$ cat src/hw/rtl/assert_macros.svh
// assertion helpers for the anc controller
`ifndef ASSERT_MACROS_SVH
`define ASSERT_MACROS_SVH
`ifndef ASSERT_OFF
`define ASSERT_IMPLIES(label, clk, rst, a, b) \
  label: assert property (@(posedge clk) disable iff (rst) (a) |-> (b)) else $error("%m failed");
`define ASSERT_NEXT(label, clk, rst, a, b) \
  label: assert property (@(posedge clk) disable iff (rst) (a) |=> (b)) else $error("%m failed");
`else
`define ASSERT_IMPLIES(label, clk, rst, a, b)
`define ASSERT_NEXT(label, clk, rst, a, b)
`endif
`endif

$ cat src/hw/rtl/fxlms_pkg.sv
`timescale 1ns / 1ps
package fxlms_pkg;
  localparam int SampleW = 16;
  localparam int WeightW = 32;
  localparam int FiltW = 24;
  localparam int ModelTaps = 5;
  localparam int CfgIdxW = 3;
  localparam int CfgDataW = 40;

  localparam logic [CfgIdxW-1:0] RegStepSize = 3'd0;
  localparam logic [CfgIdxW-1:0] RegPeriod = 3'd1;
  localparam logic [CfgIdxW-1:0] RegModel11 = 3'd2;
  localparam logic [CfgIdxW-1:0] RegModel12 = 3'd3;
  localparam logic [CfgIdxW-1:0] RegModel21 = 3'd4;
  localparam logic [CfgIdxW-1:0] RegModel22 = 3'd5;

  // control handed from the sequencer to the shared datapath
  typedef struct packed {
    logic clear;
    logic mac;
  } mac_ctl_t;

  function automatic logic signed [WeightW-1:0] sat32(input logic signed [63:0] v);
    if (v > 64'sd2147483647) return 32'sh7fffffff;
    else if (v < -64'sd2147483648) return 32'sh80000000;
    else return v[WeightW-1:0];
  endfunction
endpackage

$ cat src/hw/rtl/fxlms_mac.sv
`timescale 1ns / 1ps
module fxlms_mac (
  input  logic clk,
  input  fxlms_pkg::mac_ctl_t ctl,
  input  logic signed [31:0] a,
  input  logic signed [31:0] b,
  output logic signed [63:0] prod,
  output logic signed [63:0] acc
);
  import fxlms_pkg::*;
  logic signed [31:0] a_r;
  logic signed [31:0] b_r;
  // one 32x32 multiplier, registered, then accumulate
  always_ff @(posedge clk) begin
    a_r <= a;
    b_r <= b;
    prod <= a_r * b_r;
    if (ctl.clear) acc <= '0;
    else if (ctl.mac) acc <= acc + a_r * b_r;
  end
endmodule
$ cat config.mk
export PLATFORM = sky130hd
export DESIGN_NAME = fxlms_mac
export DESIGN_NICKNAME = d
export VERILOG_FILES = /design/src/hw/rtl/assert_macros.svh /design/src/hw/rtl/fxlms_pkg.sv /design/src/hw/rtl/fxlms_mac.sv
export SDC_FILE = /design/constraint.sdc
export NUM_CORES = 2
export LEC_CHECK = 0
export BUFFER_PORTS_ARGS = -buffer_cell sky130_fd_sc_hd__buf_2
export CAP_MARGIN = 25
export CORE_UTILIZATION = 59
export DETAILED_ROUTE_END_ITERATION = 10
export HOLD_SLACK_MARGIN = 0.12
export PLACE_DENSITY = 0.8
export SYNTH_ARGS = -nofsm -noshare
export SYNTH_HDL_FRONTEND = slang
export SYNTH_SLANG_ARGS = --single-unit
$ cat constraint.sdc
create_clock -name clk -period 9.35 [get_ports clk]
set_input_delay 1.4025 -clock clk [delete_from_list [all_inputs] [get_ports clk]]
set_output_delay 1.4025 -clock clk [all_outputs]
set_load 0.005 [all_outputs]
==> results.cfg <==
[run_status]
status = complete, but fails checks
violations = setup timing

[floorplan]
initial_core_util_pct = 60.03
dieArea_sq_mm = 0.07583
rows = 99
core_sq_mm = 0.07345
die-height_um = 275.4
ioPinCount = 195
die_x_um = 275.4

[finish]
syn_to_final_growth_pct = 19.16
layout.nets = 6643
drive_gt1_share_pct = 20.27

[detailed_routing]
drt_first_pass_iters = 6
routed_via_density = 5.672
wl_per_cell_um = 20.38
num_vias = 35267
drtAntennaViolNets = 0
drcViolationCount = 0
wl_mm = 126.7
drtIter0Drc = 2601

[logic_synthesis]
yosysTopAreaCellShare_pct = 49.17
synth_top_area_cell = fa_1
ys_warn_count = 0
synth_edf_count = 0
yosysMostFrequentCell = fa_1
synth_nets = 6049
yosys_register_bits = 192
synth.area.top_cells = fa_1, dfxtp_1, inv_1, ha_1, and2_1
syn_inst = 4651
synthArstFlopShare_pct = 0
seq_area_frac_synth_pct = 8.717
syn_area_sq_mm = 0.04409
synth_commonest_cells = fa_1, inv_1, nand2_1
ys_types = 81
synthFlopType = dfxtp_1
avgSynthCellArea_sq_um = 9.481

[clocking]
ctsHoldBuffers = 0
cts_sinks = 192
h-tree-depth = 4
insertion_delay_ns = 0.53
path_clk_slew_ns = 0.10
cts_made_buffers = 17
cts_tree = yes
root_buffer = clkbuf_16
max-clock-path-buffers = 2

[critical_path]
crit_top_cell = fa_1
crit_type = flop to flop
end_kind = flop
critical_path.slowest_cell = fa_1
startpoint = b_r[2]
cpPeakStageDelay_ns = 0.55
crit_fanout = 9
reg2reg_slack_ns = -0.75
worst_ep_arrival_time_ns = 10.51
cp.required_ns = 9.76
rr_startpoint = b_r[2]
cp-start-kind = flop

[place]
port_buffers = 194
hpwl_mm = 102.1
gp_congestion = 0.9591

[grt]
grt_pass1_wl_mm = 200.2
grt-ovfl-total = 0
grt_max_degree = 75
grt_pass1_vias = 39275
track_usage_pct = 34.66
antenna_found_initial = 2

[flow_run]
maxCapViolations = 0

[timing]
drv_slew = 0
worst_slew_pin_slew_ns = 0.9287
finalHoldViolations = 0
period_share_pct = 108.0
finalSetupTns_ns = -6.178
timing.fmax_mhz = 99.00
setup_viol = 20
fin_skew_ns = 0.02164
rsz0062_at_grt = true
setup_ws_ns = -0.7512
period_needed_ns = 10.10
maxSlewHeadroom_pct = 38.09

[min_path]
hp-start = acc[22]
hp-class = flop to flop
logic make-up (layout without fill, tap and decap cells):
group / Yosys count / in the layout / synth area share, %
flops: 192 / 192 / 8.717
compound gates: 405 / 405 / 6.092
other cells: 0 / 1 / 0
buf+inv: 1218 / 1825 / 10.52
mux: 50 / 50 / 1.138
fa+ha+maj: 1331 / 1331 / 56.21
xor+xnor: 122 / 122 / 2.423
simple gates: 1333 / 1333 / 14.90
sequential cells by signal, indices dropped and copies added, names as in the netlist:
signal and flops:
acc 64, prod 64, a_r 32, b_r 32
layer usage:
| metal | wire (um) | up-vias | share of wire (%) | global-route usage (%) |
|---|---|---|---|---|
| li1 | - | 14992 | - | - |
| met1 | 41000 | 17809 | 32 | 37.24 |
| met2 | 65750 | 1783 | 52 | 60.61 |
| met3 | 8536 | 683 | 6.7 | 5.855 |
| met4 | 11420 | 0 | 9.0 | 27.26 |
| met5 | 0 | - | 0 | 0 |
worst paths after layout:
kind              endpoint  depth (start not counted)
hold reg to reg    acc[22]                          2
hold / removal     acc[22]                          2
setup reg to reg   acc[63]                         38
setup / recovery   acc[63]                         38
stage by stage:
stage	utilization, %	instance area [sq um]	setup WS (ns)	hold WS, ns	std cells
after floorplan	-	44400	-0.03247	0.4793	4651
after detailed placement	68.45	50280	-0.7126	0.4833	6121
after CTS	70.32	51650	-0.4636	0.4942	6185
final	71.53	52540	-0.7512	0.4921	6218
after global routing	71.53	52540	-0.9926	0.5344	6217
after global placement	68.45	50280	-0.4155	0.4817	6121
critical path, delay by kind of cell, from the launching register on:
kind / cells / cell delay, ns
adder cells (fa/ha/maj): 10 / 4.68
AO/OA/AOI/OAI: 12 / 2.13
AND/OR/NAND/NOR: 8 / 1.51
buffers and inverters: 5 / 0.52
multiplexers: 2 / 0.52
flip-flops: 1 / 0.43
XOR/XNOR: 1 / 0.19
cell type report:
type / count / area, sq um
clock buffers: 17 / 425.4
multi-input cells: 3241 / 36620
clock inverters: 15 / 202.7
flip-flops and latches: 192 / 3908
repair buffers: 810 / 6487
inverters: 983 / 3696
diodes: 1 / 2.502
fillers: 4904 / 20910
well taps: 959 / 1200
cells in the final DEF (no fill, tap or decap), drive strengths merged, types with 68 or more instances in the layout:
master / count
nand2: 582
dfxtp: 192
a21oi: 132
ha: 248
nor2: 126
buf: 809
a21o: 68
and2: 487
xnor2: 88
fa: 1083
inv: 991
repair_timing:
action                                  in CTS  in global routing
cloned                                       2                  0
setup buffers                               31                 33
hold endpoints to repair                     0                  0
resized for setup                          129                141
endpoints found under the setup margin      24                 31
pin swaps                                   79                 86
Power is left out: the tool's default activity adds up to more than one toggle a clock period on the data nets, which glitch-free logic cannot reach.
